`src/one_wire_bus_master_macros.svh`:
```
// Assertion macros for the 1-Wire bus master.
// Included by the top level; expects clk and arst_n in scope.
`ifndef ONE_WIRE_BUS_MASTER_MACROS_SVH
`define ONE_WIRE_BUS_MASTER_MACROS_SVH

// same-cycle implication, checked outside reset
`define OWBM_ASSERT_NOW(label, ante, cons, msg) \
	label: assert property (@(posedge clk) disable iff (!arst_n) (ante) |-> (cons)) \
		else $error(msg);

// next-cycle implication, checked outside reset
`define OWBM_ASSERT_NEXT(label, ante, cons, msg) \
	label: assert property (@(posedge clk) disable iff (!arst_n) (ante) |=> (cons)) \
		else $error(msg);

`endif

```
`src/owbm_pkg.sv`:
```
// Types and constants for the 1-Wire bus master.
// No dependencies; used by one_wire_bus_master.
`default_nettype none

package owbm_pkg;

	localparam int REG_W         = 10;
	localparam int NUM_REGS      = 8;
	localparam int REG_IDX_W     = 3;
	localparam int BITS_PER_BYTE = 8;
	localparam int BIT_POS_W     = 3;
	localparam int DATA_W        = 8;

	typedef enum logic [1:0] {
		PH_IDLE,
		PH_LOW,
		PH_WAIT,
		PH_TAIL
	} phase_t;

	typedef enum logic [2:0] {
		CMD_RESET = 3'd0,
		CMD_WBIT  = 3'd1,
		CMD_RBIT  = 3'd2,
		CMD_WBYTE = 3'd3,
		CMD_RBYTE = 3'd4,
		CMD_IDLE  = 3'd5
	} cmd_t;

	// register indexes on the configuration port
	typedef enum logic [REG_IDX_W-1:0] {
		R_RESET_LOW   = 3'd0,
		R_PRES_WAIT   = 3'd1,
		R_RESET_TAIL  = 3'd2,
		R_SHORT_LOW   = 3'd3,
		R_ZERO_LOW    = 3'd4,
		R_SAMPLE_WAIT = 3'd5,
		R_SLOT        = 3'd6,
		R_IDLE_WAIT   = 3'd7
	} reg_idx_t;

	localparam logic [REG_W-1:0] RST_RESET_LOW   = 10'd480;
	localparam logic [REG_W-1:0] RST_PRES_WAIT   = 10'd70;
	localparam logic [REG_W-1:0] RST_RESET_TAIL  = 10'd410;
	localparam logic [REG_W-1:0] RST_SHORT_LOW   = 10'd6;
	localparam logic [REG_W-1:0] RST_ZERO_LOW    = 10'd60;
	localparam logic [REG_W-1:0] RST_SAMPLE_WAIT = 10'd9;
	localparam logic [REG_W-1:0] RST_SLOT        = 10'd70;
	localparam logic [REG_W-1:0] RST_IDLE_WAIT   = 10'd5;

	typedef struct packed {
		logic              rejected;
		logic              line_status;
		logic [DATA_W-1:0] read_value;
		logic              done_res;
		logic              busy_res;
		logic              drive_low;
	} res_t;

	// a length register of zero behaves as one tick
	function automatic logic [REG_W-1:0] reg_len(input logic [REG_W-1:0] r);
		reg_len = (r == '0) ? REG_W'(1) : r;
	endfunction

endpackage

`default_nettype wire

```
`src/one_wire_bus_master.sv`:
```
// 1-Wire bus master, top level: tick/command stream in, drive/status stream out.
// Depends on owbm_pkg and one_wire_bus_master_macros.svh.
//
// Usage:
//  s_axis carries one beat per microsecond tick (tuser = 0) or a command
//  (tuser = 1). tdata holds command, write_data and the sampled bus_level.
//  Every input beat yields exactly one m_axis beat with the open-drain drive
//  for that tick, busy/done flags, read data, line status and a rejected flag.
//  Commands are only taken while idle; one arriving during an operation is
//  answered with rejected = 1 and otherwise ignored.
//  The result is registered and appears in the cycle after the input beat is accepted.
//  Throughput: one beat per cycle; the slot timer advances by one per tick
//  beat and all per-tick logic settles between the state and result registers.
//  If the receiver stalls, the result register holds and s_axis_tready drops
//  until the held beat is taken; no beat is lost.
//  cfg writes one slot-length register (index 0..7); write only while idle.
//  Reset: bus released, no operation, length registers back to their
//  standard 1-Wire timings.
`default_nettype none

module one_wire_bus_master #(
	parameter int TIMER_BITS = 10
) (
	input  wire logic        clk,
	input  wire logic        arst_n,
	// slave side
	input  wire logic        s_axis_tvalid,
	output logic             s_axis_tready,
	input  wire logic [15:0] s_axis_tdata,  // command[2:0], write_data[10:3], bus_level[11]
	input  wire logic        s_axis_tuser,  // req_type
	// master side
	output logic             m_axis_tvalid,
	input  wire logic        m_axis_tready,
	output logic [15:0]      m_axis_tdata,  // drive_low, busy_res, done_res, read_value[10:3],
	                                        // line_status[11], rejected[12]
	// configuration
	input  wire logic        cfg_valid,
	output logic             cfg_ready,
	input  wire logic [owbm_pkg::REG_IDX_W-1:0] cfg_index,
	input  wire logic [owbm_pkg::REG_W-1:0]     cfg_data
);

	localparam int CW = ((TIMER_BITS > owbm_pkg::REG_W) ? TIMER_BITS : owbm_pkg::REG_W) + 1;
	localparam logic [TIMER_BITS-1:0] TMAX = {TIMER_BITS{1'b1}};
	localparam logic [owbm_pkg::BIT_POS_W-1:0] LAST_BIT =
		owbm_pkg::BIT_POS_W'(owbm_pkg::BITS_PER_BYTE - 1);

	// configuration registers
	logic [owbm_pkg::REG_W-1:0] regs_q [owbm_pkg::NUM_REGS];

	// operation state
	owbm_pkg::phase_t                 phase_q, phase_d;
	logic [TIMER_BITS-1:0]            tc_q, tc_d;
	logic [owbm_pkg::BIT_POS_W-1:0]   bitpos_q, bitpos_d;
	logic [owbm_pkg::DATA_W-1:0]      shift_q, shift_d;
	owbm_pkg::cmd_t                   cmd_q, cmd_d;
	logic                             samp_q, samp_d;
	logic                             fin;

	// result register
	logic            m_valid_q;
	owbm_pkg::res_t  res_q, res_d;

	// input fields
	logic                          req_type;
	logic [2:0]                    command;
	logic [owbm_pkg::DATA_W-1:0]   write_data;
	logic                          bus_level;
	logic                          acc;

	assign req_type   = s_axis_tuser;
	assign command    = s_axis_tdata[2:0];
	assign write_data = s_axis_tdata[10:3];
	assign bus_level  = s_axis_tdata[11];

	assign s_axis_tready = !m_valid_q || m_axis_tready;
	assign acc           = s_axis_tvalid && s_axis_tready;
	assign cfg_ready     = 1'b1;

	assign m_axis_tvalid = m_valid_q;
	assign m_axis_tdata  = {3'b000, res_q};

	always_ff @(posedge clk or negedge arst_n) begin
		if (!arst_n) begin
			regs_q[owbm_pkg::R_RESET_LOW]   <= owbm_pkg::RST_RESET_LOW;
			regs_q[owbm_pkg::R_PRES_WAIT]   <= owbm_pkg::RST_PRES_WAIT;
			regs_q[owbm_pkg::R_RESET_TAIL]  <= owbm_pkg::RST_RESET_TAIL;
			regs_q[owbm_pkg::R_SHORT_LOW]   <= owbm_pkg::RST_SHORT_LOW;
			regs_q[owbm_pkg::R_ZERO_LOW]    <= owbm_pkg::RST_ZERO_LOW;
			regs_q[owbm_pkg::R_SAMPLE_WAIT] <= owbm_pkg::RST_SAMPLE_WAIT;
			regs_q[owbm_pkg::R_SLOT]        <= owbm_pkg::RST_SLOT;
			regs_q[owbm_pkg::R_IDLE_WAIT]   <= owbm_pkg::RST_IDLE_WAIT;
		end else if (cfg_valid && cfg_ready) begin
			regs_q[cfg_index] <= cfg_data;
		end
	end

	// effective phase lengths for the current slot
	logic                       is_write, is_read_byte, byte_op;
	logic [owbm_pkg::REG_W-1:0] short_len, low_len, wait_len, tail_len, slot_len;
	logic [owbm_pkg::REG_W:0]   used_len;

	assign is_write = (cmd_q == owbm_pkg::CMD_WBIT) || (cmd_q == owbm_pkg::CMD_WBYTE);
	assign is_read_byte = (cmd_q == owbm_pkg::CMD_RBYTE);
	assign byte_op  = (cmd_q == owbm_pkg::CMD_WBYTE) || is_read_byte;
	assign short_len = owbm_pkg::reg_len(regs_q[owbm_pkg::R_SHORT_LOW]);
	assign slot_len  = owbm_pkg::reg_len(regs_q[owbm_pkg::R_SLOT]);

	always_comb begin
		if (cmd_q == owbm_pkg::CMD_RESET)
			low_len = owbm_pkg::reg_len(regs_q[owbm_pkg::R_RESET_LOW]);
		else if (is_write && !shift_q[0])
			low_len = owbm_pkg::reg_len(regs_q[owbm_pkg::R_ZERO_LOW]);
		else
			low_len = short_len;

		if (cmd_q == owbm_pkg::CMD_RESET)
			wait_len = owbm_pkg::reg_len(regs_q[owbm_pkg::R_PRES_WAIT]);
		else if (cmd_q == owbm_pkg::CMD_IDLE)
			wait_len = owbm_pkg::reg_len(regs_q[owbm_pkg::R_IDLE_WAIT]);
		else
			wait_len = owbm_pkg::reg_len(regs_q[owbm_pkg::R_SAMPLE_WAIT]);

		if (is_write)
			used_len = {1'b0, low_len};
		else
			used_len = {1'b0, short_len} +
				{1'b0, owbm_pkg::reg_len(regs_q[owbm_pkg::R_SAMPLE_WAIT])};

		if (cmd_q == owbm_pkg::CMD_RESET)
			tail_len = owbm_pkg::reg_len(regs_q[owbm_pkg::R_RESET_TAIL]);
		else if (cmd_q == owbm_pkg::CMD_IDLE)
			tail_len = '0;
		else if ({1'b0, slot_len} > used_len)
			tail_len = owbm_pkg::REG_W'({1'b0, slot_len} - used_len);
		else
			tail_len = '0;
	end

	// phase end: counter reaches length, or timer saturates
	logic [CW-1:0] tc_inc;
	logic          over_low, over_wait, over_tail;

	assign tc_inc    = CW'(tc_q) + CW'(1);
	assign over_low  = (tc_inc >= CW'(low_len))  || (tc_q == TMAX);
	assign over_wait = (tc_inc >= CW'(wait_len)) || (tc_q == TMAX);
	assign over_tail = (tc_inc >= CW'(tail_len)) || (tc_q == TMAX);

	// next state
	always_comb begin
		logic enter_tail;
		logic slot_end;
		enter_tail = 1'b0;
		slot_end   = 1'b0;
		phase_d    = phase_q;
		tc_d       = tc_q;
		bitpos_d   = bitpos_q;
		shift_d    = shift_q;
		cmd_d      = cmd_q;
		samp_d     = samp_q;
		fin        = 1'b0;
		if (acc) begin
			if (req_type) begin
				if (phase_q == owbm_pkg::PH_IDLE) begin
					unique case (command)
						owbm_pkg::CMD_RESET, owbm_pkg::CMD_WBIT, owbm_pkg::CMD_RBIT,
						owbm_pkg::CMD_WBYTE, owbm_pkg::CMD_RBYTE, owbm_pkg::CMD_IDLE: begin
							cmd_d    = owbm_pkg::cmd_t'(command);
							tc_d     = '0;
							bitpos_d = '0;
							samp_d   = 1'b0;
							if (command == owbm_pkg::CMD_WBIT)
								shift_d = {{(owbm_pkg::DATA_W-1){1'b0}}, write_data[0]};
							else if (command == owbm_pkg::CMD_WBYTE)
								shift_d = write_data;
							else
								shift_d = '0;
							phase_d = (command == owbm_pkg::CMD_IDLE) ?
								owbm_pkg::PH_WAIT : owbm_pkg::PH_LOW;
						end
						default: ;
					endcase
				end
			end else begin
				unique case (phase_q)
					owbm_pkg::PH_LOW: begin
						if (over_low) begin
							tc_d = '0;
							if (is_write)
								enter_tail = 1'b1;
							else
								phase_d = owbm_pkg::PH_WAIT;
						end else begin
							tc_d = tc_q + TIMER_BITS'(1);
						end
					end
					owbm_pkg::PH_WAIT: begin
						if (over_wait) begin
							if (cmd_q == owbm_pkg::CMD_RESET)
								samp_d = !bus_level;
							else if (cmd_q == owbm_pkg::CMD_IDLE)
								samp_d = bus_level;
							else if (is_read_byte)
								shift_d = {bus_level, shift_q[owbm_pkg::DATA_W-1:1]};
							else
								shift_d = {{(owbm_pkg::DATA_W-1){1'b0}}, bus_level};
							enter_tail = 1'b1;
						end else begin
							tc_d = tc_q + TIMER_BITS'(1);
						end
					end
					owbm_pkg::PH_TAIL: begin
						if (over_tail) begin
							tc_d     = '0;
							slot_end = 1'b1;
						end else begin
							tc_d = tc_q + TIMER_BITS'(1);
						end
					end
					default: phase_d = owbm_pkg::PH_IDLE;
				endcase

				if (enter_tail) begin
					tc_d = '0;
					if (tail_len == '0)
						slot_end = 1'b1;
					else
						phase_d = owbm_pkg::PH_TAIL;
				end

				if (slot_end) begin
					if (is_write)
						shift_d = shift_d >> 1;
					if (byte_op && (bitpos_q != LAST_BIT)) begin
						bitpos_d = bitpos_q + owbm_pkg::BIT_POS_W'(1);
						phase_d  = owbm_pkg::PH_LOW;
						tc_d     = '0;
					end else begin
						phase_d = owbm_pkg::PH_IDLE;
						tc_d    = '0;
						fin     = 1'b1;
					end
				end
			end
		end
	end

	// result of this beat
	always_comb begin
		res_d             = '0;
		res_d.drive_low   = (phase_q == owbm_pkg::PH_LOW);
		res_d.busy_res    = (phase_d != owbm_pkg::PH_IDLE);
		res_d.rejected    = req_type && (phase_q != owbm_pkg::PH_IDLE);
		res_d.done_res    = fin;
		if (fin) begin
			if (cmd_q == owbm_pkg::CMD_RBYTE)
				res_d.read_value = shift_d;
			else if (cmd_q == owbm_pkg::CMD_RBIT)
				res_d.read_value = {{(owbm_pkg::DATA_W-1){1'b0}}, shift_d[0]};
			if ((cmd_q == owbm_pkg::CMD_RESET) || (cmd_q == owbm_pkg::CMD_IDLE))
				res_d.line_status = samp_d;
		end
	end

	always_ff @(posedge clk or negedge arst_n) begin
		if (!arst_n) begin
			phase_q  <= owbm_pkg::PH_IDLE;
			tc_q     <= '0;
			bitpos_q <= '0;
			shift_q  <= '0;
			cmd_q    <= owbm_pkg::CMD_RESET;
			samp_q   <= 1'b0;
		end else begin
			phase_q  <= phase_d;
			tc_q     <= tc_d;
			bitpos_q <= bitpos_d;
			shift_q  <= shift_d;
			cmd_q    <= cmd_d;
			samp_q   <= samp_d;
		end
	end

	always_ff @(posedge clk or negedge arst_n) begin
		if (!arst_n) begin
			m_valid_q <= 1'b0;
		end else if (acc) begin
			m_valid_q <= 1'b1;
		end else if (m_axis_tready) begin
			m_valid_q <= 1'b0;
		end
	end

	always_ff @(posedge clk) begin
		if (acc)
			res_q <= res_d;
	end

`include "one_wire_bus_master_macros.svh"

	`OWBM_ASSERT_NOW(a_idle_timer_clear, phase_q == owbm_pkg::PH_IDLE, tc_q == '0, "timer not cleared while idle")
	`OWBM_ASSERT_NOW(a_done_not_rejected, m_valid_q, !(res_q.done_res && res_q.rejected), "done and rejected on one beat")
	`OWBM_ASSERT_NEXT(a_result_follows, acc, m_valid_q, "accepted beat produced no result")
	`OWBM_ASSERT_NOW(a_bitpos_busy, bitpos_q != '0 && phase_q == owbm_pkg::PH_IDLE, !byte_op || fin == 1'b0, "bit position left over")

endmodule

`default_nettype wire

```
`config.mk`:
```
export PLATFORM = sky130hd
export DESIGN_NAME = one_wire_bus_master
export DESIGN_NICKNAME = d
export VERILOG_FILES = /design/src/owbm_pkg.sv /design/src/one_wire_bus_master.sv
export VERILOG_INCLUDE_DIRS = /design/src /design/src/src
export SDC_FILE = /design/constraint.sdc
export NUM_CORES = 1
export LEC_CHECK = 0
export BUFFER_PORTS_ARGS = -buffer_cell sky130_fd_sc_hd__buf_2
export CAP_MARGIN = 20
export CORE_UTILIZATION = 40
export CTS_BUF_LIST = sky130_fd_sc_hd__clkbuf_4 sky130_fd_sc_hd__clkbuf_8
export CTS_CLUSTER_SIZE = 24
export DETAILED_ROUTE_END_ITERATION = 6
export SLEW_MARGIN = 5
export SYNTH_ARGS = -nofsm -noshare
export SYNTH_HDL_FRONTEND = slang
export SYNTH_SLANG_ARGS = --single-unit
export TNS_END_PERCENT = 30
```
`constraint.sdc`:
```
create_clock -name clk -period 7.35 [get_ports clk]
set_clock_uncertainty 0.2 [all_clocks]
set_input_delay 0.3675 -clock clk [delete_from_list [all_inputs] [get_ports clk]]
set_output_delay 0.3675 -clock clk [all_outputs]
set_load 0.01 [all_outputs]
```
==> impl_table.tex <==
\begin{tabular}{lr}
\hline
Metric & Value \\
\hline
\multicolumn{2}{l}{\textbf{Run status}} \\
Status & finished, final reports clean \\
\multicolumn{2}{l}{\textbf{CTS}} \\
Num CTS Buffers & 17 \\
Max Buffers Root-to-Sink & 2 \\
Clock latency of the later-clocked register in the worst-skew pair & around 0.46 ns \\
Cell at the root of the clock tree & sky130\_fd\_sc\_hd\_\_clkbuf\_8 \\
CTS tree & done \\
Clock tree sinks & between 100 and 150 \\
Number of H-tree levels & 4 \\
Clock transition at the register clock pins on the worst setup and hold paths after CTS & 0.08 ns \\
\multicolumn{2}{l}{\textbf{Pwr}} \\
Largest vdd supply drop & approximately 240 uV \\
Sw Pwr & approximately 1.7 mW \\
Clock power frac & 0.182 \\
P\_int & around 2.1 mW \\
Combinational share of power & 0.556 \\
Sequential fraction of design power & 0.262 \\
Post-layout power & about 3.8 mW \\
Static Leakage & roughly 3.9 nW \\
Switching fraction of total power & 0.455 \\
Total power per unit cell area & approximately 420 nW/um\^{}2 \\
\multicolumn{2}{l}{\textbf{Critical path}} \\
Cell repeated most along the worst path & sky130\_fd\_sc\_hd\_\_nor2\_1 \\
CP Data Arrival Time & approximately 6.8 ns \\
Required @ worst endpoint & around 7.4 ns \\
Worst path max stage delay & 0.42 ns \\
WS Path Type & flop to flop \\
Category of the worst setup path capture point & flop \\
Highest net fanout along the worst path & 7 \\
Cell type of the slowest stage on the worst timing path & sky130\_fd\_sc\_hd\_\_dfrtp\_1 \\
CP Launch Type & flop \\
\multicolumn{2}{l}{\textbf{Timing}} \\
Final clock period utilization by the worst path & 0.919 \\
Number of hold violations in the final report & 0 \\
Total Negative Setup Slacks & 0 ns \\
Setup repair after global routing missed its margin & no \\
Worst Hold Slack & 0.0403 ns \\
\# setup viols final & 0 \\
Fin worst setup slack & $\sim$0.60 ns \\
Maximum clock frequency & between 100 and 150 MHz \\
Slew of the pin with the lowest slew margin & roughly 0.89 ns \\
Worst relative slew slack & 0.405 \\
Shortest period the worst path allows & approximately 6.8 ns \\
Final Max Slew Viols & 0 \\
\multicolumn{2}{l}{\textbf{Logic synthesis}} \\
Number of synthesized flops with an enable pin & 13 \\
Number of unique standard cell types used by synthesis & 84 \\
Synth Area per Inst & 9.87 um\^{}2 \\
Total of flip-flops plus latches after synthesis & about 120 \\
Post-Synth XOR/XNOR Area & 0.0179 \\
Adder-cell share of the synthesized area & 0.0920 \\
Post-synthesis async set-or-reset flop share & 0.893 \\
Fraction of the mapped netlist area in compound gates & 0.204 \\
Simple-gate share of the synthesized area & 0.141 \\
Portion of netlist area occupied by mux cells & 0.118 \\
Most instantiated flip-flop cell in the synthesis netlist & sky130\_fd\_sc\_hd\_\_dfrtp\_1 \\
Number of instances in the synthesized netlist & between 800 and 900 \\
Register area share after synthesis & 0.375 \\
Cell Area, Synth & between 8000 and 9000 um\^{}2 \\
Main combinational cell family by area after synthesis & compound AO/OA/AOI/OAI gates \\
YS warnings & 0 \\
\multicolumn{2}{l}{\textbf{Placement}} \\
Port Buf Inserts & 45 \\
Half-perimeter wire length of the detailed placement result & roughly 17000 um \\
Gp weighted congestion & 0.852 \\
Worst slack at placement & between 0.1 and 0.15 ns \\
\multicolumn{2}{l}{\textbf{Floorplan}} \\
I/O pin count & 54 \\
Die span in x & about 150 um \\
Rows & 52 \\
Floorplan die area & roughly 21000 um\^{}2 \\
Area of the core & around 20000 um\^{}2 \\
Height of the chip & 146 um \\
Starting Density & 0.410 \\
\multicolumn{2}{l}{\textbf{Route}} \\
Number of design-rule violations left by the first detailed-router iteration & 433 \\
Vias per std cell & $\sim$5.8 \\
Count of unresolved DRC violations after routing & 0 \\
DRT antenna net count & 0 \\
Iteration count of the initial detailed-routing pass & 5 \\
Detailed-route via count & around 6600 \\
Average wire per standard cell & between 15 and 20 um \\
Total wire length & around 22000 um \\
\multicolumn{2}{l}{\textbf{GRT}} \\
Global router's overall resource usage & 0.217 \\
Largest net degree at the start of global routing & 58 \\
Initial antenna violation count & 0 \\
Grt total ovfl & 0 \\
First-pass GRT wire length & roughly 36000 um \\
Via count of the first global-routing pass & between 6000 and 7000 \\
\multicolumn{2}{l}{\textbf{Finish}} \\
Leading cell types in the layout, fill and taps excluded & sky130\_fd\_sc\_hd\_\_dfrtp\_1 (83), sky130\_fd\_sc\_hd\_\_mux2\_2 (82), sky130\_fd\_sc\_hd\_\_a21oi\_1 (70) \\
Final Net Count & 959 \\
Most common cell after layout, fill and taps aside & sky130\_fd\_sc\_hd\_\_dfrtp\_1 \\
Share of cells above drive strength 1 & 0.270 \\
Filler instances & about 2000 \\
Number of antenna diodes & 0 \\
Area growth from synthesis to layout & 11.0\% \\
\multicolumn{2}{l}{\textbf{Job}} \\
Max capacitance violation total & 0 \\
\multicolumn{2}{l}{\textbf{Min path}} \\
Min-Delay Path Class & primary input to flop \\
\hline
\end{tabular}
cell usage after synthesis (9+ instances only):
cell                       count  area, um^2
sky130_fd_sc_hd__a22oi_1       9        67.6
sky130_fd_sc_hd__nand2b_1     15        93.8
sky130_fd_sc_hd__dfrtp_1      83        2080
sky130_fd_sc_hd__inv_1        31         116
sky130_fd_sc_hd__nand3_1      16        80.1
sky130_fd_sc_hd__a21oi_1      70         350
sky130_fd_sc_hd__nor2_1       54         203
sky130_fd_sc_hd__nand2_1      62         233
sky130_fd_sc_hd__o21ai_0      40         200
sky130_fd_sc_hd__and3_1       10        62.6
sky130_fd_sc_hd__nor3_1       11        55.1
sky130_fd_sc_hd__edfxtp_1     13         390
sky130_fd_sc_hd__dfstp_2      25         657
sky130_fd_sc_hd__nor4_1       13        81.3
sky130_fd_sc_hd__a31oi_1      15        93.8
sky130_fd_sc_hd__nand4_1      10        62.6
sky130_fd_sc_hd__a22o_1       15         131
sky130_fd_sc_hd__clkbuf_1     45         169
sky130_fd_sc_hd__ha_1         58         726
sky130_fd_sc_hd__mux2_2       82         923
sky130_fd_sc_hd__xnor2_1      14         123
worst paths after layout:
path	startpoint	end	slack, ns	depth (start not counted)
min reg2reg	regs_q[40]$_DFFE_PN0P_	regs_q[40]$_DFFE_PN0P_	0.32	1
min	s_axis_tdata[1]	cmd_q[1]$_DFFE_PN0P_	0.04	3
max reg2reg	regs_q[26]$_DFFE_PN0P_	m_axis_tdata[11]$_SDFFCE_PN0P_	0.60	28
min in group asynchronous	arst_n	tc_q[7]$_DFFE_PN0P_	0.28	2
max	regs_q[26]$_DFFE_PN0P_	m_axis_tdata[11]$_SDFFCE_PN0P_	0.60	28
max in group asynchronous	arst_n	regs_q[47]$_DFFE_PN0P_	5.46	3
routing by layer:
metal / global-route usage / vias up / routed length [um]
met2: 0.346 / 198 / 10400
met1: 0.305 / 3227 / 10800
met5: 0 / - / 0
li1: - / 3188 / -
met3: 0.0378 / 17 / 1040
met4: 0.0563 / 0 / 248
area by class of cell:
cell class,count,area (um^2),share of cell area
tap,270,338,0.0366
multi-input combinational,631,4830,0.523
inverter,31,116,0.0126
sequential,121,3120,0.338
timing repair buffer,62,378,0.0409
clock inverter,12,184,0.0199
clock buffer,20,269,0.0291
stage by stage:
stage,util,instances,cell area [um^2]
finish,0.455,1147,9240
global route,0.455,1147,9240
CTS,0.452,1146,9180
detailed placement,0.428,1110,8690
global placement,0.428,1110,8690
floorplan,-,845,8330
power groups by stage:
stage	Clock (mW)	Sequential, mW	Combinational [mW]
final	0.698	1.01	2.14
after global routing	0.738	1.03	2.38
after CTS	0.711	1.00	2.07
after detailed placement	0	1.01	2.06
after global placement	0	1.01	2.03
after floorplan	0	0.943	1.59
flip-flops by register name (all words and copies together), names as in the netlist:
signal	count
tc_q	10
m_axis_tdata	13
bitpos_q	3
phase_q	2
shift_q	8
m_axis_tvalid	1
samp_q	1
regs_q	80
cmd_q	3
worst max-delay path, delay by kind of cell (launching register included):
kind	cells	cell delay (ns)
flops	1	0.42
buf+inv	2	0.15
fa+ha+maj	4	1.21
simple gates	11	1.68
xor+xnor	1	0.12
compound gates	10	2.71
repair_timing:
| item | 4_1_cts | 5_1_grt |
|---|---|---|
| setup buffers | 0 | 1 |
| hold endpoints to repair | 37 | 0 |
| hold buffers | 4 | 0 |
| setup endpoints to repair | 0 | 30 |
| resized for setup | 0 | 5 |
kinds of logic (layout without fill, tap and decap cells):
logic type               count (synthesis)  in the layout
AO/OA/AOI/OAI                          235            235
XOR/XNOR                                17             17
adder cells (fa/ha/maj)                 60             60
buffers and inverters                   93            125
flip-flops                             121            121
multiplexers                            88             88
other                                    2              4
AND/OR/NAND/NOR                        227            227
Power figures use the tool's default switching activity.
